<file path="src/rtl/aabb_pkg.sv">
// aabb_pkg: shared types, codes and helpers for the box move and collision block
// no dependencies; compiled first
`default_nettype none

package aabb_pkg;

  localparam int MAX_OBS_DEF = 16;

  localparam int POS_W = 20;
  localparam int CRD_W = 24;
  localparam int DIM_W = 16;

  typedef logic signed [POS_W-1:0] pos_t;
  typedef logic signed [CRD_W-1:0] coord_t;
  typedef logic [DIM_W-1:0]        dim_t;

  localparam coord_t POS_MAX_C = 24'sd524287;
  localparam coord_t POS_MIN_C = -24'sd524288;

  typedef enum logic [1:0] {
    REQ_LOAD  = 2'd0,
    REQ_PLACE = 2'd1,
    REQ_MOVE  = 2'd2,
    REQ_NOP   = 2'd3
  } req_kind_t;

  typedef enum logic [1:0] {
    CFG_BOX_W  = 2'd0,
    CFG_BOX_H  = 2'd1,
    CFG_SPEED  = 2'd2,
    CFG_ACTIVE = 2'd3
  } cfg_reg_t;

  typedef enum logic [3:0] {
    ST_IDLE,
    ST_MUL,
    ST_NEXT,
    ST_BOX,
    ST_SCAN,
    ST_RES1,
    ST_RES2,
    ST_RES3,
    ST_DONE
  } state_t;

  // one obstacle table entry
  typedef struct packed {
    pos_t x;
    pos_t y;
    dim_t w;
    dim_t h;
  } obs_t;

  // moving box corners at the candidate position
  typedef struct packed {
    coord_t x0;
    coord_t y0;
    coord_t x1;
    coord_t y1;
  } box_t;

  // overlap unit result
  typedef struct packed {
    logic   hit;
    coord_t left;
    coord_t right;
    coord_t top;
    coord_t bot;
  } ovl_t;

  function automatic pos_t sat_pos(input coord_t v);
    pos_t r;
    if (v > POS_MAX_C) begin
      r = POS_MAX_C[POS_W-1:0];
    end else if (v < POS_MIN_C) begin
      r = POS_MIN_C[POS_W-1:0];
    end else begin
      r = v[POS_W-1:0];
    end
    return r;
  endfunction

endpackage

`default_nettype wire

</file>
<file path="src/rtl/aabb_if.sv">
// aabb channel interfaces: request, result and register write words
// depends on aabb_pkg
`default_nettype none

interface aabb_req_if import aabb_pkg::*; ();
  logic                   valid;
  logic                   ready;
  logic [1:0]             req_type;
  logic [3:0]             slot;
  logic signed [POS_W-1:0] rect_x;
  logic signed [POS_W-1:0] rect_y;
  logic [DIM_W-1:0]       rect_w;
  logic [DIM_W-1:0]       rect_h;
  logic signed [1:0]      x_dir;
  logic signed [1:0]      y_dir;
  logic [15:0]            delta_time;

  modport source (output valid, req_type, slot, rect_x, rect_y, rect_w, rect_h,
                  x_dir, y_dir, delta_time, input ready);
  modport sink (input valid, req_type, slot, rect_x, rect_y, rect_w, rect_h,
                x_dir, y_dir, delta_time, output ready);
endinterface

interface aabb_rsp_if import aabb_pkg::*; ();
  logic                    valid;
  logic                    ready;
  logic signed [POS_W-1:0] box_x;
  logic signed [POS_W-1:0] box_y;
  logic                    collided;
  logic [3:0]              hit_slot;

  modport source (output valid, box_x, box_y, collided, hit_slot, input ready);
  modport sink (input valid, box_x, box_y, collided, hit_slot, output ready);
endinterface

interface aabb_cfg_if ();
  logic        valid;
  logic        ready;
  logic [1:0]  index;
  logic [15:0] data;

  modport source (output valid, index, data, input ready);
  modport sink (input valid, index, data, output ready);
endinterface

`default_nettype wire

</file>
<file path="src/rtl/aabb_obs_ram.sv">
// aabb_obs_ram: obstacle table, one write port and one registered read port
// depends on aabb_pkg
`default_nettype none

module aabb_obs_ram import aabb_pkg::*; #(
  parameter int  DEPTH = MAX_OBS_DEF,
  localparam int AW    = (DEPTH > 1) ? $clog2(DEPTH) : 1
) (
  input  wire logic          clk,
  input  wire logic          wr_en,
  input  wire logic [AW-1:0] wr_addr,
  input  wire obs_t          wr_data,
  input  wire logic          rd_en,
  input  wire logic [AW-1:0] rd_addr,
  output obs_t               rd_data
);

  obs_t mem [DEPTH];

  always_ff @(posedge clk) begin
    if (wr_en) begin
      mem[wr_addr] <= wr_data;
    end
  end

  always_ff @(posedge clk) begin
    if (rd_en) begin
      rd_data <= mem[rd_addr];
    end
  end

endmodule

`default_nettype wire

</file>
<file path="src/rtl/aabb_ovl.sv">
// aabb_ovl: shared overlap unit, strict box test and the four signed overlaps
// depends on aabb_pkg
`default_nettype none

module aabb_ovl import aabb_pkg::*; (
  input  wire box_t box,
  input  wire obs_t obs,
  output ovl_t      res
);

  coord_t ox0, oy0, ox1, oy1;

  always_comb begin
    ox0 = coord_t'(obs.x);
    oy0 = coord_t'(obs.y);
    ox1 = ox0 + coord_t'(obs.w);
    oy1 = oy0 + coord_t'(obs.h);
    res.hit   = (box.x0 < ox1) && (ox0 < box.x1) && (box.y0 < oy1) && (oy0 < box.y1);
    res.left  = box.x1 - ox0;
    res.right = ox1 - box.x0;
    res.top   = box.y1 - oy0;
    res.bot   = oy1 - box.y0;
  end

endmodule

`default_nettype wire

</file>
<file path="src/rtl/aabb_move_collision_resolver.sv">
// aabb_move_collision_resolver: top level, sequencer, registers and datapath
// depends on aabb_pkg, aabb_if, aabb_obs_ram, aabb_ovl
// accept to result: load, place and no-op words go straight to the done step; a move passes
//   multiply, next position and box corners, then scans the active slots until the first hit
//   (if any), resolves a hit through RES1 to RES3, then done; one word at a time, the next taken
//   in the cycle after its result loads; a waiting result holds the next word in its done step
// reset clears the sequencer and box position and restores register defaults; table undefined

`default_nettype none

module aabb_move_collision_resolver import aabb_pkg::*; #(
  parameter int MAX_OBSTACLES = MAX_OBS_DEF
) (
  input  wire logic clk,
  input  wire logic rst,
  aabb_req_if.sink   req,
  aabb_rsp_if.source rsp,
  aabb_cfg_if.sink   cfg
);

  localparam int AW    = (MAX_OBSTACLES > 1) ? $clog2(MAX_OBSTACLES) : 1;
  localparam int CNT_W = $clog2(MAX_OBSTACLES + 1);
  localparam logic [CNT_W-1:0] MAX_CNT = CNT_W'(MAX_OBSTACLES);

  // configuration registers
  dim_t       box_w;
  dim_t       box_h;
  dim_t       speed;
  logic [4:0] act_cnt;

  // architectural position
  pos_t pos_x;
  pos_t pos_y;

  // sequencer
  state_t state, state_next;

  // move word latched at accept
  logic [1:0]  x_dir;
  logic [1:0]  y_dir;
  logic [15:0] dt;
  logic [15:0] mag;

  // working position and box corners
  pos_t   nx;
  pos_t   ny;
  coord_t px1;
  coord_t py1;

  // scan control
  logic [CNT_W-1:0] scan_cnt;
  logic [CNT_W-1:0] issue_idx;
  logic [CNT_W-1:0] tst_idx;
  logic             tst_vld;
  logic             rd_en;
  logic             wr_en;
  logic             slot_ok;
  logic             scan_last;

  // resolve pipeline
  ovl_t   hit_ovl;
  coord_t mx;
  coord_t my;
  logic   sel_x;
  coord_t cand_x;
  coord_t cand_y;
  logic       res_col;
  logic [3:0] res_slot;

  // result register
  logic       out_vld;
  pos_t       out_x;
  pos_t       out_y;
  logic       out_col;
  logic [3:0] out_slot;

  obs_t   wr_data;
  obs_t   rd_data;
  box_t   box;
  ovl_t   ovl;
  coord_t disp_x;
  coord_t disp_y;
  coord_t abs_mx;
  coord_t abs_my;
  logic [31:0] prod;

  // -------------------------------------------------------------------------
  // obstacle table and shared overlap unit

  assign slot_ok = int'(req.slot) < MAX_OBSTACLES;

  assign wr_data.x = req.rect_x;
  assign wr_data.y = req.rect_y;
  assign wr_data.w = req.rect_w;
  assign wr_data.h = req.rect_h;

  aabb_obs_ram #(
    .DEPTH (MAX_OBSTACLES)
  ) u_ram (
    .clk     (clk),
    .wr_en   (wr_en),
    .wr_addr (AW'(req.slot)),
    .wr_data (wr_data),
    .rd_en   (rd_en),
    .rd_addr (issue_idx[AW-1:0]),
    .rd_data (rd_data)
  );

  assign box.x0 = coord_t'(nx);
  assign box.y0 = coord_t'(ny);
  assign box.x1 = px1;
  assign box.y1 = py1;

  aabb_ovl u_ovl (
    .box (box),
    .obs (rd_data),
    .res (ovl)
  );

  // -------------------------------------------------------------------------
  // handshakes

  assign req.ready = (state == ST_IDLE);
  assign cfg.ready = 1'b1;

  assign rsp.valid    = out_vld;
  assign rsp.box_x    = out_x;
  assign rsp.box_y    = out_y;
  assign rsp.collided = out_col;
  assign rsp.hit_slot = out_slot;

  // -------------------------------------------------------------------------
  // datapath helpers

  // speed * dt, upper half is the displacement magnitude
  assign prod = speed * dt;

  // pattern 10 counts as minus one
  always_comb begin
    if (x_dir == 2'b00) begin
      disp_x = '0;
    end else if (x_dir[1]) begin
      disp_x = -coord_t'(mag);
    end else begin
      disp_x = coord_t'(mag);
    end
    if (y_dir == 2'b00) begin
      disp_y = '0;
    end else if (y_dir[1]) begin
      disp_y = -coord_t'(mag);
    end else begin
      disp_y = coord_t'(mag);
    end
  end

  assign abs_mx = mx[CRD_W-1] ? -mx : mx;
  assign abs_my = my[CRD_W-1] ? -my : my;

  assign scan_last = (tst_idx + 1'b1) == scan_cnt;

  // -------------------------------------------------------------------------
  // sequencer

  always_ff @(posedge clk) begin
    if (rst) begin
      state <= ST_IDLE;
    end else begin
      state <= state_next;
    end
  end

  always_comb begin
    state_next = state;
    rd_en      = 1'b0;
    wr_en      = 1'b0;
    case (state)
      ST_IDLE: begin
        if (req.valid) begin
          wr_en = (req.req_type == REQ_LOAD) && slot_ok;
          if (req.req_type == REQ_MOVE) begin
            state_next = ST_MUL;
          end else begin
            state_next = ST_DONE;
          end
        end
      end
      ST_MUL:  state_next = ST_NEXT;
      ST_NEXT: state_next = ST_BOX;
      ST_BOX: begin
        if (scan_cnt == '0) begin
          state_next = ST_DONE;
        end else begin
          state_next = ST_SCAN;
        end
      end
      ST_SCAN: begin
        // one read issued per cycle, tested the cycle after
        rd_en = issue_idx < scan_cnt;
        if (tst_vld && ovl.hit) begin
          state_next = ST_RES1;
        end else if (tst_vld && scan_last) begin
          state_next = ST_DONE;
        end
      end
      ST_RES1: state_next = ST_RES2;
      ST_RES2: state_next = ST_RES3;
      ST_RES3: state_next = ST_DONE;
      ST_DONE: begin
        if (!out_vld || rsp.ready) begin
          state_next = ST_IDLE;
        end
      end
      default: state_next = ST_IDLE;
    endcase
  end

  // -------------------------------------------------------------------------
  // configuration registers

  always_ff @(posedge clk) begin
    if (rst) begin
      box_w   <= 16'd512;
      box_h   <= 16'd512;
      speed   <= 16'd1600;
      act_cnt <= 5'd0;
    end else if (cfg.valid) begin
      case (cfg.index)
        CFG_BOX_W:  box_w   <= cfg.data;
        CFG_BOX_H:  box_h   <= cfg.data;
        CFG_SPEED:  speed   <= cfg.data;
        CFG_ACTIVE: act_cnt <= cfg.data[4:0];
        default:    box_w   <= box_w;
      endcase
    end
  end

  // -------------------------------------------------------------------------
  // control registers: position, scan progress, result valid

  always_ff @(posedge clk) begin
    if (rst) begin
      pos_x   <= '0;
      pos_y   <= '0;
      tst_vld <= 1'b0;
      out_vld <= 1'b0;
    end else begin
      // a new result replaces the one taken this cycle
      if (state == ST_DONE && (!out_vld || rsp.ready)) begin
        out_vld <= 1'b1;
        pos_x   <= nx;
        pos_y   <= ny;
      end else if (rsp.ready) begin
        out_vld <= 1'b0;
      end
      tst_vld <= rd_en;
    end
  end

  // -------------------------------------------------------------------------
  // working registers

  always_ff @(posedge clk) begin
    case (state)
      ST_IDLE: begin
        res_col   <= 1'b0;
        res_slot  <= '0;
        x_dir     <= req.x_dir;
        y_dir     <= req.y_dir;
        dt        <= req.delta_time;
        issue_idx <= '0;
        if (int'(act_cnt) > MAX_OBSTACLES) begin
          scan_cnt <= MAX_CNT;
        end else begin
          scan_cnt <= CNT_W'(act_cnt);
        end
        if (req.req_type == REQ_PLACE) begin
          nx <= req.rect_x;
          ny <= req.rect_y;
        end else begin
          nx <= pos_x;
          ny <= pos_y;
        end
      end
      ST_MUL: begin
        mag <= prod[31:16];
      end
      ST_NEXT: begin
        nx <= sat_pos(coord_t'(pos_x) + disp_x);
        ny <= sat_pos(coord_t'(pos_y) + disp_y);
      end
      ST_BOX: begin
        px1 <= coord_t'(nx) + coord_t'(box_w);
        py1 <= coord_t'(ny) + coord_t'(box_h);
      end
      ST_SCAN: begin
        if (rd_en) begin
          issue_idx <= issue_idx + 1'b1;
        end
        tst_idx <= issue_idx;
        if (tst_vld && ovl.hit) begin
          hit_ovl  <= ovl;
          res_col  <= 1'b1;
          res_slot <= 4'(tst_idx);
        end
      end
      ST_RES1: begin
        // signed minimum overlap on each axis
        mx <= (hit_ovl.left < hit_ovl.right) ? hit_ovl.left : -hit_ovl.right;
        my <= (hit_ovl.top < hit_ovl.bot) ? hit_ovl.top : -hit_ovl.bot;
      end
      ST_RES2: begin
        // ties push along y
        sel_x  <= abs_mx < abs_my;
        cand_x <= coord_t'(nx) - mx;
        cand_y <= coord_t'(ny) - my;
      end
      ST_RES3: begin
        if (sel_x) begin
          nx <= sat_pos(cand_x);
        end else begin
          ny <= sat_pos(cand_y);
        end
      end
      ST_DONE: begin
        if (!out_vld || rsp.ready) begin
          out_x    <= nx;
          out_y    <= ny;
          out_col  <= res_col;
          out_slot <= res_slot;
        end
      end
      default: mag <= mag;
    endcase
  end

  // -------------------------------------------------------------------------
  // checks

  a_scan_bound: assert property (@(posedge clk) disable iff (rst)
    state == ST_SCAN |-> issue_idx <= scan_cnt)
    else $error("scan issued past the active count");

  a_tst_bound: assert property (@(posedge clk) disable iff (rst)
    tst_vld |-> tst_idx < scan_cnt)
    else $error("tested a slot beyond the active count");

  a_rsp_from_done: assert property (@(posedge clk) disable iff (rst)
    $rose(out_vld) |-> $past(state) == ST_DONE)
    else $error("result raised outside the done step");

  a_read_only_scan: assert property (@(posedge clk) disable iff (rst)
    rd_en |-> state == ST_SCAN && !wr_en)
    else $error("table read outside the scan");

endmodule

`default_nettype wire
</file>
<file path="src/flat_wrapper.sv">
// flat-port wrapper written by rule: the top's interface ports become plain ports
module aabb_move_collision_resolver_flat import aabb_pkg::*;
#(
  parameter int MAX_OBSTACLES = MAX_OBS_DEF
)
  (clk, rst, req_valid, req_req_type, req_slot, req_rect_x, req_rect_y, req_rect_w, req_rect_h, req_x_dir, req_y_dir, req_delta_time, req_ready, rsp_valid, rsp_box_x, rsp_box_y, rsp_collided, rsp_hit_slot, rsp_ready, cfg_valid, cfg_index, cfg_data, cfg_ready);
  aabb_req_if req_i ();
  aabb_rsp_if rsp_i ();
  aabb_cfg_if cfg_i ();
  input  wire logic clk;
  input  wire logic rst;
  input wire logic [$bits(req_i.valid)-1:0] req_valid;
  input wire logic [$bits(req_i.req_type)-1:0] req_req_type;
  input wire logic [$bits(req_i.slot)-1:0] req_slot;
  input wire logic [$bits(req_i.rect_x)-1:0] req_rect_x;
  input wire logic [$bits(req_i.rect_y)-1:0] req_rect_y;
  input wire logic [$bits(req_i.rect_w)-1:0] req_rect_w;
  input wire logic [$bits(req_i.rect_h)-1:0] req_rect_h;
  input wire logic [$bits(req_i.x_dir)-1:0] req_x_dir;
  input wire logic [$bits(req_i.y_dir)-1:0] req_y_dir;
  input wire logic [$bits(req_i.delta_time)-1:0] req_delta_time;
  output wire logic [$bits(req_i.ready)-1:0] req_ready;
  output wire logic [$bits(rsp_i.valid)-1:0] rsp_valid;
  output wire logic [$bits(rsp_i.box_x)-1:0] rsp_box_x;
  output wire logic [$bits(rsp_i.box_y)-1:0] rsp_box_y;
  output wire logic [$bits(rsp_i.collided)-1:0] rsp_collided;
  output wire logic [$bits(rsp_i.hit_slot)-1:0] rsp_hit_slot;
  input wire logic [$bits(rsp_i.ready)-1:0] rsp_ready;
  input wire logic [$bits(cfg_i.valid)-1:0] cfg_valid;
  input wire logic [$bits(cfg_i.index)-1:0] cfg_index;
  input wire logic [$bits(cfg_i.data)-1:0] cfg_data;
  output wire logic [$bits(cfg_i.ready)-1:0] cfg_ready;
  assign req_i.valid = req_valid;
  assign req_i.req_type = req_req_type;
  assign req_i.slot = req_slot;
  assign req_i.rect_x = req_rect_x;
  assign req_i.rect_y = req_rect_y;
  assign req_i.rect_w = req_rect_w;
  assign req_i.rect_h = req_rect_h;
  assign req_i.x_dir = req_x_dir;
  assign req_i.y_dir = req_y_dir;
  assign req_i.delta_time = req_delta_time;
  assign req_ready = req_i.ready;
  assign rsp_valid = rsp_i.valid;
  assign rsp_box_x = rsp_i.box_x;
  assign rsp_box_y = rsp_i.box_y;
  assign rsp_collided = rsp_i.collided;
  assign rsp_hit_slot = rsp_i.hit_slot;
  assign rsp_i.ready = rsp_ready;
  assign cfg_i.valid = cfg_valid;
  assign cfg_i.index = cfg_index;
  assign cfg_i.data = cfg_data;
  assign cfg_ready = cfg_i.ready;
  aabb_move_collision_resolver #(.MAX_OBSTACLES(MAX_OBSTACLES)) u_core (.clk(clk), .rst(rst), .req(req_i), .rsp(rsp_i), .cfg(cfg_i));
endmodule
</file>
<file path="config.mk">
export PLATFORM = sky130hd
export DESIGN_NAME = aabb_move_collision_resolver_flat
export DESIGN_NICKNAME = d
export VERILOG_FILES = /design/src/rtl/aabb_pkg.sv /design/src/rtl/aabb_if.sv /design/src/rtl/aabb_obs_ram.sv /design/src/rtl/aabb_ovl.sv /design/src/rtl/aabb_move_collision_resolver.sv /design/src/flat_wrapper.sv
export SDC_FILE = /design/constraint.sdc
export NUM_CORES = 2
export LEC_CHECK = 0
export BUFFER_PORTS_ARGS = -buffer_cell sky130_fd_sc_hd__buf_4
export CAP_MARGIN = 20
export CORE_ASPECT_RATIO = 0.75
export CORE_MARGIN = 3
export CORE_UTILIZATION = 53
export DETAILED_ROUTE_END_ITERATION = 10
export GPL_ROUTABILITY_DRIVEN = 1
export HOLD_SLACK_MARGIN = 0.15
export PLACE_DENSITY = 0.69
export SLEW_MARGIN = 0
export SYNTH_ARGS = -nofsm -noshare
export SYNTH_HDL_FRONTEND = slang
export SYNTH_SLANG_ARGS = --single-unit
</file>
<file path="constraint.sdc">
create_clock -name clk -period 17.2 [get_ports clk]
set_input_delay 2.58 -clock clk [delete_from_list [all_inputs] [get_ports clk]]
set_output_delay 2.58 -clock clk [all_outputs]
set_load 0.005 [all_outputs]
</file>
==> metrics.txt <==
Critical Path Sink Type=flop; Post-Synthesis Cell Area=86,400 um^2; synthesized instance count=6,085; CP bufs+invs=1; Total Routing Usage GR=28.9%; Root Driver=clkbuf_16; Seq pwr share=46.2%; Core Footprint=161,000 um^2; number of placed I/O pins=169; effective utilization at floorplan=53.7%; P_sw=2930 uW; RSZ-0062 raised after global routing=no; TritonCTS buffer count=165; worst min path class=reg -> reg; Seq/Total Area, Yosys=57.7%; top-area cell type share of the netlist area=55.4%; Post-synth ARST share=0%; Synth Area per Inst=14.2 um^2; leading area contributor after synthesis=edfxtp_1; critical path fanouts, max=17; met2 routed WL=103 mm; initial antenna violation count=16; IO Port Bufs=167; Placed Cells=8,247; post-DP HPWL=164 mm; clock power share=34.8%; Switching Share=28.2%; crit-path cells=nand2_1 -> fa_1 -> fa_1 -> fa_1 -> fa_1 -> inv_1 -> fa_1 -> fa_1 -> ha_1 -> o2111ai_1 -> a21oi_1 -> a221oi_1 -> o311ai_1 -> a2111oi_0 -> o31ai_1 -> a41oi_1 -> nand2b_1 -> a211oi_1 -> nor2_1; Max Clk Rate=126 MHz; Final Max Slew Viols=0; Die Y=356 um; hold endpoint=u_core.rsp.hit_slot[2]; min-delay src=u_core.res_slot[2]; clock transition at the registers of the reported paths=0.06 ns; WP data arrival=8.50 ns; internal cell power=7470 uW; Seq cells post-synth=1,695; post-synthesis net count=6,832; CTS max path bufs=3; CTS tree=built; CTS Sinks=1,695; status=complete, no violations; Max VDD drop=0.000109 V; Post-CTS Resized=0; max-cap violation count=0; row cnt=127; fin crit share=46.1%; Max stage delay on crit path=0.96 ns; largest net degree at the start of global routing=108; Initial DRC Count=7,058; GP Congestion=0.956; Post-CTS Hold Buffers=0; area grow syn2layout=10.8%; postcts setup bufs=0; CP Launch Type=flop; Top Metal Used=met5; final core utilization=59.5%; share of cells above drive strength 1=15.2%; Combinational Power Share=19.0%; Final setup viols=0; Routed WL per cell=28.2 um; metal3 WL=27.0 mm; R2R Setup Slk=9.26 ns; Initial DRT Pass Iterations=6; Pwr Total=10,400 uW; RR Startpoint=u_core.speed[10]; Die Span X=472 um; vias in the first global route=51,800; worst path required time=17.77 ns; final hold viol count=0; hold depth=0; CP top delay family=adder cells; Slew headroom=14.3%; Post-synth EDFFs=1,596; power density over the cells=109 nW/um^2; htree depth=4; DR vias/cell=6.29; clk_lat worst skew=0.84 ns; fin cells=8,567; Ys Warns=0; min cycle time layout=7.94 ns; GRT overflow=0; antenna viol nets, final=0; Worst path slowest cell=a2111oi_0; CP dominant cell by count=fa_1; first-pass GRT wire length=355 mm; setup TNS=0 ns; WL met1=108 mm; distinct cell type count after synthesis=94; worst-margin pin slew=1.27 ns; crit path kind=reg -> reg; Fin Clk Skew=0.0505 ns; Leak=0.0347 uW; final wirelength=242 mm; ys flop type=edfxtp_1; die area=168,000 um^2; vias after detailed routing=53,800; R2R depth=19; synth top area cells=edfxtp_1 55%, mux4_2 9.4%, ha_1 6.1%, fa_1 4.7%, xnor2_1 2.7%; reg2reg end=u_core.mag[14]; Layout Nets=7,037; Post-route DRC=0
## stage by stage
stage          area [um^2]  worst slack [ns]  hold WS, ns
4_1_cts              95700              9.45        0.455
3_3_place_gp         90300              9.55        0.410
6_report             95800              9.26        0.452
2_1_floorplan        86400              8.54        0.400
3_5_place_dp         90400              9.50        0.411
5_1_grt              95800              9.06        0.458
## Yosys cell counts, drive strengths merged, types with 14 or more instances
| cell type | n |
|---|---|
| mux4 | 360 |
| mux2 | 42 |
| clkbuf | 173 |
| nor2b | 81 |
| nor2 | 268 |
| o2111ai | 26 |
| fa | 205 |
| a21boi | 15 |
| and2 | 126 |
| a22oi | 27 |
| ha | 421 |
| xnor2 | 268 |
| a211oi | 41 |
| or4 | 18 |
| o21ai | 187 |
| a21oi | 295 |
| inv | 520 |
| or3 | 19 |
| dfxtp | 99 |
| edfxtp | 1596 |
| o31ai | 34 |
| nor3 | 73 |
| mux2i | 27 |
| nand4 | 44 |
| and3 | 25 |
| o21bai | 26 |
| nand3 | 62 |
| buf | 42 |
| o22ai | 21 |
| nor4 | 25 |
| nand2b | 46 |
| xor2 | 57 |
| a31oi | 14 |
| a221o | 27 |
| o21a | 41 |
| nand2 | 483 |
| a21o | 104 |
## worst max path at each step
stage	cells past startpoint	startpoint	endpoint
5_1_grt	19	u_core.speed[10]	u_core.mag[14]
3_5_place_dp	19	u_core.speed[10]	u_core.mag[14]
6_report	19	u_core.speed[10]	u_core.mag[14]
3_3_place_gp	19	u_core.speed[10]	u_core.mag[14]
4_1_cts	19	u_core.speed[10]	u_core.mag[14]
2_1_floorplan	4	req_req_type[0]	u_core.u_ram.mem[0][0]
## routing by layer
metal / up-vias / track usage [%]
met5: - / 0
met4: 4 / 5.55
met3: 271 / 6.52
met2: 2824 / 40.7
met1: 27500 / 46.1
li1: 23200 / -
## registers in the layout, summed over array words and instances (netlist names), 21 cells and up
| name | cells |
|---|---|
| u_core.u_ram.mem | 1152 |
| u_core.hit_ovl | 92 |
| u_core.u_ram.rd_data | 72 |
| u_core.cand_x | 24 |
| u_core.cand_y | 24 |
| u_core.mx | 24 |
| u_core.my | 24 |
| u_core.px1 | 21 |
| u_core.py1 | 21 |
## cell families (layout without fill, tap and decap cells)
family / Yosys count / in the layout / share of synthesized area (%)
mux: 429 / 429 / 10.2
buf+inv: 736 / 1080 / 3.22
fa+ha+maj: 626 / 626 / 10.8
compound gates: 969 / 969 / 7.40
xor+xnor: 325 / 325 / 3.29
simple gates: 1304 / 1304 / 7.26
flops: 1695 / 1695 / 57.7
other cells: 1 / 11 / 0.00434
## power by group through the flow
stage / registers (uW) / logic, uW / clock network (uW)
2_1_floorplan: 4800 / 1390 / 0
4_1_cts: 4800 / 1960 / 3670
3_5_place_dp: 4890 / 1940 / 0
6_report: 4810 / 1980 / 3620
5_1_grt: 4810 / 2180 / 3840
3_3_place_gp: 4890 / 1910 / 0
## cells in the final DEF, fill, tap and decap left out, types with 32 or more instances in the layout
cell type / count
nand3_1: 60
ha_1: 421
clkbuf_16: 167
dfxtp_1: 99
nor2_1: 252
clkinv_1: 35
xor2_1: 57
buf_4: 248
edfxtp_1: 1596
a21o_1: 103
o31ai_1: 32
clkinv_2: 33
xnor2_1: 268
mux2_2: 42
o21ai_0: 179
and2_1: 126
inv_1: 517
nand2b_1: 46
nand2_1: 482
nand4_1: 43
fa_1: 205
a21oi_1: 293
a211oi_1: 41
mux4_2: 360
o21a_1: 41
nor2b_1: 80
nor3_1: 63
## cell type report
class / count / area [um^2]
tap: 2128 / 2660
clock buffer: 200 / 4340
inverter: 521 / 1960
fill: 12300 / 65200
timing repair buffer: 253 / 1940
sequential: 1695 / 49900
antenna: 10 / 25.0
clock inverter: 106 / 1020
multi-input combinational: 3654 / 33900
No activity file was read; power rests on OpenSTA's default activity.
